## src/rtl/dsptu_pkg.sv

```systemverilog
package dsptu_pkg;

   typedef logic [7:0]  char_type;
   typedef logic [31:0] secs_type;
   typedef logic [63:0] base_secs_type;
   typedef logic [29:0] nanos_type;

   localparam char_type CHAR_ZERO = 8'h30;
   localparam char_type CHAR_NINE = 8'h39;
   localparam char_type CHAR_WEEK = 8'h77;
   localparam char_type CHAR_DAY = 8'h64;
   localparam char_type CHAR_HOUR = 8'h68;
   localparam char_type CHAR_MINUTE = 8'h6d;
   localparam char_type CHAR_SECOND = 8'h73;

   localparam secs_type SECS_PER_WEEK = 32'd604800;
   localparam secs_type SECS_PER_DAY = 32'd86400;
   localparam secs_type SECS_PER_HOUR = 32'd3600;
   localparam secs_type SECS_PER_MINUTE = 32'd60;

   typedef struct packed {
      char_type      char_code;
      logic          is_last;
      base_secs_type base_seconds;
      nanos_type     base_nanoseconds;
   } req_item_type;

   typedef struct packed {
      logic          error;
      secs_type      week_seconds;
      secs_type      day_seconds;
      secs_type      hour_seconds;
      secs_type      minute_seconds;
      secs_type      plain_seconds;
      base_secs_type base_seconds;
      nanos_type     base_nanoseconds;
   } finish_type;

endpackage

```

## src/rtl/dsptu_if.sv

```systemverilog
interface dsptu_req_if;
   import dsptu_pkg::*;

   logic          valid;
   logic          ready;
   char_type      char_code;
   logic          is_last;
   base_secs_type base_seconds;
   nanos_type     base_nanoseconds;

   modport source (output valid, output char_code, output is_last, output base_seconds,
                   output base_nanoseconds, input ready);
   modport sink (input valid, input char_code, input is_last, input base_seconds,
                 input base_nanoseconds, output ready);
endinterface

interface dsptu_rsp_if;
   import dsptu_pkg::*;

   logic          valid;
   logic          ready;
   logic          status;
   base_secs_type past_seconds;
   nanos_type     past_nanoseconds;

   modport source (output valid, output status, output past_seconds,
                   output past_nanoseconds, input ready);
   modport sink (input valid, input status, input past_seconds,
                 input past_nanoseconds, output ready);
endinterface

```

## src/rtl/dsptu_parser.sv

```systemverilog
module dsptu_parser (
   input  logic                      clock,
   input  logic                      reset,
   input  logic                      in_valid,
   input  dsptu_pkg::req_item_type   in_item,
   output logic                      in_ready,
   output logic                      fin_valid,
   output dsptu_pkg::finish_type     fin_item,
   input  logic                      fin_ready
);
   import dsptu_pkg::*;

   secs_type   acc_ff, acc_in;
   secs_type   week_ff, week_in;
   secs_type   day_ff, day_in;
   secs_type   hour_ff, hour_in;
   secs_type   minute_ff, minute_in;
   secs_type   plain_ff, plain_in;
   logic       error_ff, error_in;
   logic       fin_valid_ff;
   finish_type fin_ff;

   logic       take;
   logic       is_digit;
   char_type   digit_diff;
   logic       err_upd;
   secs_type   acc_upd;

   assign in_ready = !in_item.is_last || !fin_valid_ff || fin_ready;
   assign take = in_valid && in_ready;
   assign fin_valid = fin_valid_ff;
   assign fin_item = fin_ff;

   assign is_digit = (in_item.char_code >= CHAR_ZERO) && (in_item.char_code <= CHAR_NINE);
   assign digit_diff = in_item.char_code - CHAR_ZERO;

   always_comb begin
      week_in = week_ff;
      day_in = day_ff;
      hour_in = hour_ff;
      minute_in = minute_ff;
      plain_in = plain_ff;
      err_upd = error_ff;
      acc_upd = '0;
      if (is_digit) begin
         acc_upd = {acc_ff[28:0], 3'b000} + {acc_ff[30:0], 1'b0} + {28'd0, digit_diff[3:0]};
      end else begin
         case (in_item.char_code)
            CHAR_WEEK: begin
               if ((day_ff | hour_ff | minute_ff | plain_ff) != '0) begin
                  err_upd = 1'b1;
               end
               week_in = acc_ff * SECS_PER_WEEK;
            end
            CHAR_DAY: begin
               if ((hour_ff | minute_ff | plain_ff) != '0) begin
                  err_upd = 1'b1;
               end
               day_in = acc_ff * SECS_PER_DAY;
            end
            CHAR_HOUR: begin
               if ((minute_ff | plain_ff) != '0) begin
                  err_upd = 1'b1;
               end
               hour_in = acc_ff * SECS_PER_HOUR;
            end
            CHAR_MINUTE: begin
               if (plain_ff != '0) begin
                  err_upd = 1'b1;
               end
               minute_in = acc_ff * SECS_PER_MINUTE;
            end
            CHAR_SECOND: begin
               plain_in = acc_ff;
            end
            default: begin
               err_upd = 1'b1;
            end
         endcase
      end
      acc_in = acc_upd;
      error_in = err_upd;
   end

   always_ff @(posedge clock) begin
      if (reset) begin
         acc_ff <= '0;
         week_ff <= '0;
         day_ff <= '0;
         hour_ff <= '0;
         minute_ff <= '0;
         plain_ff <= '0;
         error_ff <= 1'b0;
         fin_valid_ff <= 1'b0;
      end else begin
         if (take && in_item.is_last) begin
            fin_valid_ff <= 1'b1;
         end else if (fin_valid_ff && fin_ready) begin
            fin_valid_ff <= 1'b0;
         end
         if (take) begin
            if (in_item.is_last) begin
               acc_ff <= '0;
               week_ff <= '0;
               day_ff <= '0;
               hour_ff <= '0;
               minute_ff <= '0;
               plain_ff <= '0;
               error_ff <= 1'b0;
            end else begin
               acc_ff <= acc_in;
               week_ff <= week_in;
               day_ff <= day_in;
               hour_ff <= hour_in;
               minute_ff <= minute_in;
               plain_ff <= plain_in;
               error_ff <= error_in;
            end
         end
      end
   end

   // A string that ends on a digit is malformed.
   always_ff @(posedge clock) begin
      if (take && in_item.is_last) begin
         fin_ff.error <= error_in || is_digit;
         fin_ff.week_seconds <= week_in;
         fin_ff.day_seconds <= day_in;
         fin_ff.hour_seconds <= hour_in;
         fin_ff.minute_seconds <= minute_in;
         fin_ff.plain_seconds <= plain_in;
         fin_ff.base_seconds <= in_item.base_seconds;
         fin_ff.base_nanoseconds <= in_item.base_nanoseconds;
      end
   end

   assert property (@(posedge clock) disable iff (reset)
      take && in_item.is_last |=> acc_ff == '0 && !error_ff && week_ff == '0
         && day_ff == '0 && hour_ff == '0 && minute_ff == '0 && plain_ff == '0)
      else $error("parser state not cleared after the last item");

   assert property (@(posedge clock) disable iff (reset)
      $rose(fin_valid_ff) |-> $past(take && in_item.is_last))
      else $error("finish item without a last item");

   assert property (@(posedge clock) disable iff (reset)
      fin_valid_ff && !fin_ready |=> fin_valid_ff && $stable(fin_ff))
      else $error("stalled finish item lost or changed");

   assert property (@(posedge clock) disable iff (reset)
      take && !in_item.is_last && !is_digit |=> acc_ff == '0)
      else $error("number not cleared after a letter");

endmodule

```

## src/rtl/dsptu_result.sv

```systemverilog
module dsptu_result (
   input  logic                  clock,
   input  logic                  reset,
   input  logic                  fin_valid,
   input  dsptu_pkg::finish_type fin_item,
   output logic                  fin_ready,
   dsptu_rsp_if.source           rsp_ch
);
   import dsptu_pkg::*;

   logic          rsp_valid_ff;
   logic          status_ff;
   base_secs_type past_seconds_ff, past_seconds_in;
   nanos_type     past_nanoseconds_ff, past_nanoseconds_in;
   secs_type      total;

   assign fin_ready = !rsp_valid_ff || rsp_ch.ready;

   always_comb begin
      total = fin_item.week_seconds + fin_item.day_seconds + fin_item.hour_seconds
            + fin_item.minute_seconds + fin_item.plain_seconds;
      if (fin_item.error) begin
         past_seconds_in = '0;
         past_nanoseconds_in = '0;
      end else begin
         past_seconds_in = fin_item.base_seconds - {32'd0, total};
         past_nanoseconds_in = fin_item.base_nanoseconds;
      end
   end

   always_ff @(posedge clock) begin
      if (reset) begin
         rsp_valid_ff <= 1'b0;
      end else if (fin_valid && fin_ready) begin
         rsp_valid_ff <= 1'b1;
      end else if (rsp_ch.ready) begin
         rsp_valid_ff <= 1'b0;
      end
   end

   always_ff @(posedge clock) begin
      if (fin_valid && fin_ready) begin
         status_ff <= fin_item.error;
         past_seconds_ff <= past_seconds_in;
         past_nanoseconds_ff <= past_nanoseconds_in;
      end
   end

   assign rsp_ch.valid = rsp_valid_ff;
   assign rsp_ch.status = status_ff;
   assign rsp_ch.past_seconds = past_seconds_ff;
   assign rsp_ch.past_nanoseconds = past_nanoseconds_ff;

   assert property (@(posedge clock) disable iff (reset)
      fin_valid && fin_ready |=> rsp_valid_ff)
      else $error("taken finish item did not reach the output");

   assert property (@(posedge clock) disable iff (reset)
      $rose(rsp_valid_ff) |-> $past(fin_valid && fin_ready))
      else $error("result item without a finish item");

   assert property (@(posedge clock) disable iff (reset)
      rsp_valid_ff && status_ff |-> past_seconds_ff == '0 && past_nanoseconds_ff == '0)
      else $error("error result carries a nonzero time");

endmodule

```

## src/rtl/duration_string_to_past_time_unit.sv

```systemverilog
// The last character passes the input, finish and result registers before the result
// item is valid. Throughput: one character per cycle, set by the parser's number and
// unit registers, which take one update per character; a last character waits while
// the previous finish item is held up. Reset is synchronous and active high; it clears
// the number, the unit values, the error flag and all valid flags.
module duration_string_to_past_time_unit (
   input  logic        clock,
   input  logic        reset,
   dsptu_req_if.sink   req_ch,
   dsptu_rsp_if.source rsp_ch
);
   import dsptu_pkg::*;

   logic         in_valid_ff;
   req_item_type in_item_ff;
   logic         parser_ready;
   logic         fin_valid;
   logic         fin_ready;
   finish_type   fin_item;

   assign req_ch.ready = !in_valid_ff || parser_ready;

   always_ff @(posedge clock) begin
      if (reset) begin
         in_valid_ff <= 1'b0;
      end else if (req_ch.ready) begin
         in_valid_ff <= req_ch.valid;
      end
   end

   always_ff @(posedge clock) begin
      if (req_ch.valid && req_ch.ready) begin
         in_item_ff.char_code <= req_ch.char_code;
         in_item_ff.is_last <= req_ch.is_last;
         in_item_ff.base_seconds <= req_ch.base_seconds;
         in_item_ff.base_nanoseconds <= req_ch.base_nanoseconds;
      end
   end

   dsptu_parser u_parser (
      .clock     (clock),
      .reset     (reset),
      .in_valid  (in_valid_ff),
      .in_item   (in_item_ff),
      .in_ready  (parser_ready),
      .fin_valid (fin_valid),
      .fin_item  (fin_item),
      .fin_ready (fin_ready)
   );

   dsptu_result u_result (
      .clock     (clock),
      .reset     (reset),
      .fin_valid (fin_valid),
      .fin_item  (fin_item),
      .fin_ready (fin_ready),
      .rsp_ch    (rsp_ch)
   );

endmodule

```

## src/flat_wrapper.sv

```systemverilog
// flat-port wrapper written by rule: the top's interface ports become plain ports
module duration_string_to_past_time_unit_flat import dsptu_pkg::*;
  (clock, reset, req_ch_valid, req_ch_char_code, req_ch_is_last, req_ch_base_seconds, req_ch_base_nanoseconds, req_ch_ready, rsp_ch_valid, rsp_ch_status, rsp_ch_past_seconds, rsp_ch_past_nanoseconds, rsp_ch_ready);
  dsptu_req_if req_ch_i ();
  dsptu_rsp_if rsp_ch_i ();
  input  logic clock;
  input  logic reset;
  input wire logic [$bits(req_ch_i.valid)-1:0] req_ch_valid;
  input wire logic [$bits(req_ch_i.char_code)-1:0] req_ch_char_code;
  input wire logic [$bits(req_ch_i.is_last)-1:0] req_ch_is_last;
  input wire logic [$bits(req_ch_i.base_seconds)-1:0] req_ch_base_seconds;
  input wire logic [$bits(req_ch_i.base_nanoseconds)-1:0] req_ch_base_nanoseconds;
  output wire logic [$bits(req_ch_i.ready)-1:0] req_ch_ready;
  output wire logic [$bits(rsp_ch_i.valid)-1:0] rsp_ch_valid;
  output wire logic [$bits(rsp_ch_i.status)-1:0] rsp_ch_status;
  output wire logic [$bits(rsp_ch_i.past_seconds)-1:0] rsp_ch_past_seconds;
  output wire logic [$bits(rsp_ch_i.past_nanoseconds)-1:0] rsp_ch_past_nanoseconds;
  input wire logic [$bits(rsp_ch_i.ready)-1:0] rsp_ch_ready;
  assign req_ch_i.valid = req_ch_valid;
  assign req_ch_i.char_code = req_ch_char_code;
  assign req_ch_i.is_last = req_ch_is_last;
  assign req_ch_i.base_seconds = req_ch_base_seconds;
  assign req_ch_i.base_nanoseconds = req_ch_base_nanoseconds;
  assign req_ch_ready = req_ch_i.ready;
  assign rsp_ch_valid = rsp_ch_i.valid;
  assign rsp_ch_status = rsp_ch_i.status;
  assign rsp_ch_past_seconds = rsp_ch_i.past_seconds;
  assign rsp_ch_past_nanoseconds = rsp_ch_i.past_nanoseconds;
  assign rsp_ch_i.ready = rsp_ch_ready;
  duration_string_to_past_time_unit u_core (.clock(clock), .reset(reset), .req_ch(req_ch_i), .rsp_ch(rsp_ch_i));
endmodule
```

## config.mk

```make
export PLATFORM = sky130hd
export DESIGN_NAME = duration_string_to_past_time_unit_flat
export DESIGN_NICKNAME = d
export VERILOG_FILES = /design/src/rtl/dsptu_pkg.sv /design/src/rtl/dsptu_if.sv /design/src/rtl/dsptu_parser.sv /design/src/rtl/dsptu_result.sv /design/src/rtl/duration_string_to_past_time_unit.sv /design/src/flat_wrapper.sv
export SDC_FILE = /design/constraint.sdc
export NUM_CORES = 2
export LEC_CHECK = 0
export ABC_AREA = 1
export ABC_CLOCK_PERIOD_IN_PS = 19200
export BUFFER_PORTS_ARGS = -buffer_cell sky130_fd_sc_hd__buf_2
export CORE_MARGIN = 3
export CORE_UTILIZATION = 35
export DETAILED_ROUTE_END_ITERATION = 16
export GPL_ROUTABILITY_DRIVEN = 0
export HOLD_SLACK_MARGIN = 0.12
export RECOVER_POWER = 50
export SLEW_MARGIN = 15
export SYNTH_ARGS = -nofsm -noshare
export SYNTH_HDL_FRONTEND = slang
export SYNTH_HIERARCHICAL = 1
export SYNTH_SLANG_ARGS = --single-unit
export TNS_END_PERCENT = 50
```

## constraint.sdc

```tcl
create_clock -name clock -period 19.2 [get_ports clock]
set_clock_uncertainty 0.05 [all_clocks]
set_input_delay 3.84 -clock clock [delete_from_list [all_inputs] [get_ports clock]]
set_output_delay 3.84 -clock clock [all_outputs]
set_load 0.005 [all_outputs]
```

==> flow_summary.yaml <==
clock_tree:
  cts_tree: "built"
  cts_sinks: 649
  cts_setup_buffers: 0
  hold_buffers: 0
  clk_pin_slew_ps: 60
  clk-insertion-delay-late_ps: 690
  htree_levels: 3
  cts_resized: 0
  cts-root-buf: "clkbuf_16"
  numCtsBuffers: 75
  clk_path_buf_depth: 3
setup_path:
  cp.arrival_ps: 9540
  worstPathMaxFanout: 76
  r2r_cells: 25
  crit_required_ps: 19530
  reg2reg_slack_ps: 12930
  r2r-end: "u_core/u_result/rsp_ch.past_seconds[59]"
  timing.rr.start: "u_core/u_parser/fin_item[97]"
  crit_type: "in2reg"
  crit_path_end_kind: "flip-flop"
  startpoint_type: "input pin"
detailed_routing:
  drt.antenna.violating_nets: 0
  drt_first_pass_iters: 6
  first_iter_violations: 3372
  route.final.wire_length_um: 141000
  vias: 38300
  routedWlPerCell_um: 18.2
  post-route-drc-count: 0
  viasPerCell: 4.94
power:
  p_leak_nw: 23.9
  clkPwrFrac: 0.354
  p_int_w: 0.00279
  p_sw_w: 0.00153
  p_seq_frac: 0.360
  comb_power_share: 0.286
  power.density_nw_per_um2: 83.0
  power_w: 0.00432
  vdd_drop_max_uv: 67.3
  p_sw_frac: 0.353
timing:
  min_period_ps: 9210
  fmax_mhz: 109
  drv_slew: 507
  fin_tns_setup_ps: 0
  fin_ws_ps: 9990
  tightest_slew_ps: 4340
  hold_violations: 0
  finalSetupViolations: 0
  grt_setup_unrepaired: "false"
  slew_headroom: -1.89
  finalCritPeriodShare: 0.480
place:
  dpl.cell_count: 7616
  pre_cts_ws_ps: 10530
  io_buffers: 203
  hpwlAfterDp_um: 110000
logic_synthesis:
  yosys-top-cells-area: "edfxtp_1, fa_1, nand2_1"
  yosysTopAreaCell: "edfxtp_1"
  synth-seq-cells: 649
  netlist_area_um2: 46500
  yosysWarnings: 6
  syn_inst: 5722
  synth_nets: 6415
  yosysUniqueCellTypes: 50
  syn_avg_cell_area_um2: 8.13
  synth-seq-area-share: 0.377
  yosysTopAreaCellShare: 0.292
floorplanning:
  ios: 204
  dieArea_um2: 137000
  num_rows: 133
  die_h_um: 371
  die_w_um: 371
  core_area_um2: 132000
  floorplan.initialDensity: 0.353
min_path:
  min_to: "u_core/u_parser/fin_item[65]"
  hold_depth: 0
  hp-class: "reg2reg"
  hp-start: "u_core/in_item_ff[65]"
job:
  maxCapViolCount: 12
cells_and_area:
  final_common_cell: "nand2_1"
  fin_util: 0.395
  nNetsFinal: 6631
  stdcell_count: 7755
  drive_above_1_share: 0.0638
  syn2layout_area_growth_pct: 11.9
  fillers: 13400
  layout_common_cells: "nand2_1, inv_1, nor2_1, edfxtp_1, a21oi_1"
  num_antenna_cells: 0
run_status:
  violations: "capacitance limit, slew limit"
  status: "finished with violations"
global_routing:
  grt_pass1_vias: 36900
  grt_max_degree: 129
  grt_overflow: 0
  antenna_found_initial: 0
  grt_pass1_wl_um: 215000
  track_usage: 0.204
[stage by stage]
stage / instance area, um^2 / hold slack, ps
after floorplan: 46500 / 350
after global placement: 49600 / 350
after detailed placement: 49600 / 355
after CTS: 52300 / 358
after global routing: 52100 / 359
final: 52100 / 359
[sequential cells by signal (all words and copies together), names as in the netlist]
signal                                   count
u_core/u_result/rsp_ch.status                1
u_core/u_result/rsp_ch.valid                 1
u_core/u_parser/acc_ff                      32
u_core/u_result/rsp_ch.past_nanoseconds     30
u_core/u_parser/fin_valid                    1
u_core/u_parser/minute_ff                   32
u_core/u_result/rsp_ch.past_seconds         64
u_core/u_parser/fin_item                   255
u_core/u_parser/error_ff                     1
u_core/in_item_ff                          103
u_core/u_parser/plain_ff                    32
u_core/in_valid_ff                           1
u_core/u_parser/day_ff                      32
u_core/u_parser/week_ff                     32
u_core/u_parser/hour_ff                     32
[worst max path at each step]
stage | start | to | slack (ps) | cells after the start
final | reset | u_core/u_parser/hour_ff[25] | 9990 | 3
after floorplan | rsp_ch_ready | u_core/u_parser/fin_item[0] | 9180 | 10
after CTS | rsp_ch_ready | req_ch_ready | 10530 | 10
after detailed placement | rsp_ch_ready | req_ch_ready | 10530 | 10
after global routing | reset | u_core/u_parser/acc_ff[20] | 9630 | 3
after global placement | rsp_ch_ready | req_ch_ready | 10470 | 10
[layout make-up]
class	instances	area [um^2]	area share
multi-input cells	3829	24200	0.466
flip-flops and latches	649	17500	0.337
inverters	1142	4290	0.0825
well taps	1755	2200	0.0422
clock buffers	94	2030	0.0390
repair buffers	241	1160	0.0222
clock inverters	45	624	0.0120
[synthesized netlist by cell type, drive strengths merged]
cell and n:
a21oi 455, or2 15, nor2b 2, o211ai 5, edfxtp 453, nand4 61
and3 4, nor2 502, nand2 1456, inv 1140, and2 20, o21a 16
buf 44, nor3b 1, clkinv 2, nand3 269, o21ai 185, o21bai 24
a21boi 16, a21o 9, fa 274, nand3b 23, a31oi 4, dfxtp 196
nor4 7, ha 312, xnor2 69, o2111ai 1, nand2b 2, clkbuf 58
nor3 73, xor2 24
[power by group through the flow]
stage               sequential, W  clock [W]  combinational (W)
floorplan                 0.00158          0           0.000849
global placement          0.00158          0            0.00121
detailed placement        0.00158          0            0.00122
CTS                       0.00155    0.00157            0.00122
global route              0.00156    0.00162            0.00137
finish                    0.00155    0.00153            0.00124
[logic make-up (layout without fill, tap and decap cells)]
kind of cell | after synthesis | after routing | synth area share
flops | 649 | 649 | 0.377
simple gates | 2435 | 2435 | 0.220
xor+xnor | 93 | 93 | 0.0177
fa+ha+maj | 586 | 586 | 0.202
compound gates | 715 | 715 | 0.0816
buf+inv | 1244 | 1522 | 0.102
[worst max-delay path: stages]
cell,delay (ps)
clkbuf_1,2960
clkbuf_1,2540
a21oi_1,100
[metal layers]
layer | part of all wire | global-route usage
met5 | 0 | 0
met1 | 0.42 | 0.270
met3 | 0.071 | 0.0285
met2 | 0.45 | 0.326
met4 | 0.055 | 0.101
No activity file was read; power rests on OpenSTA's default activity.
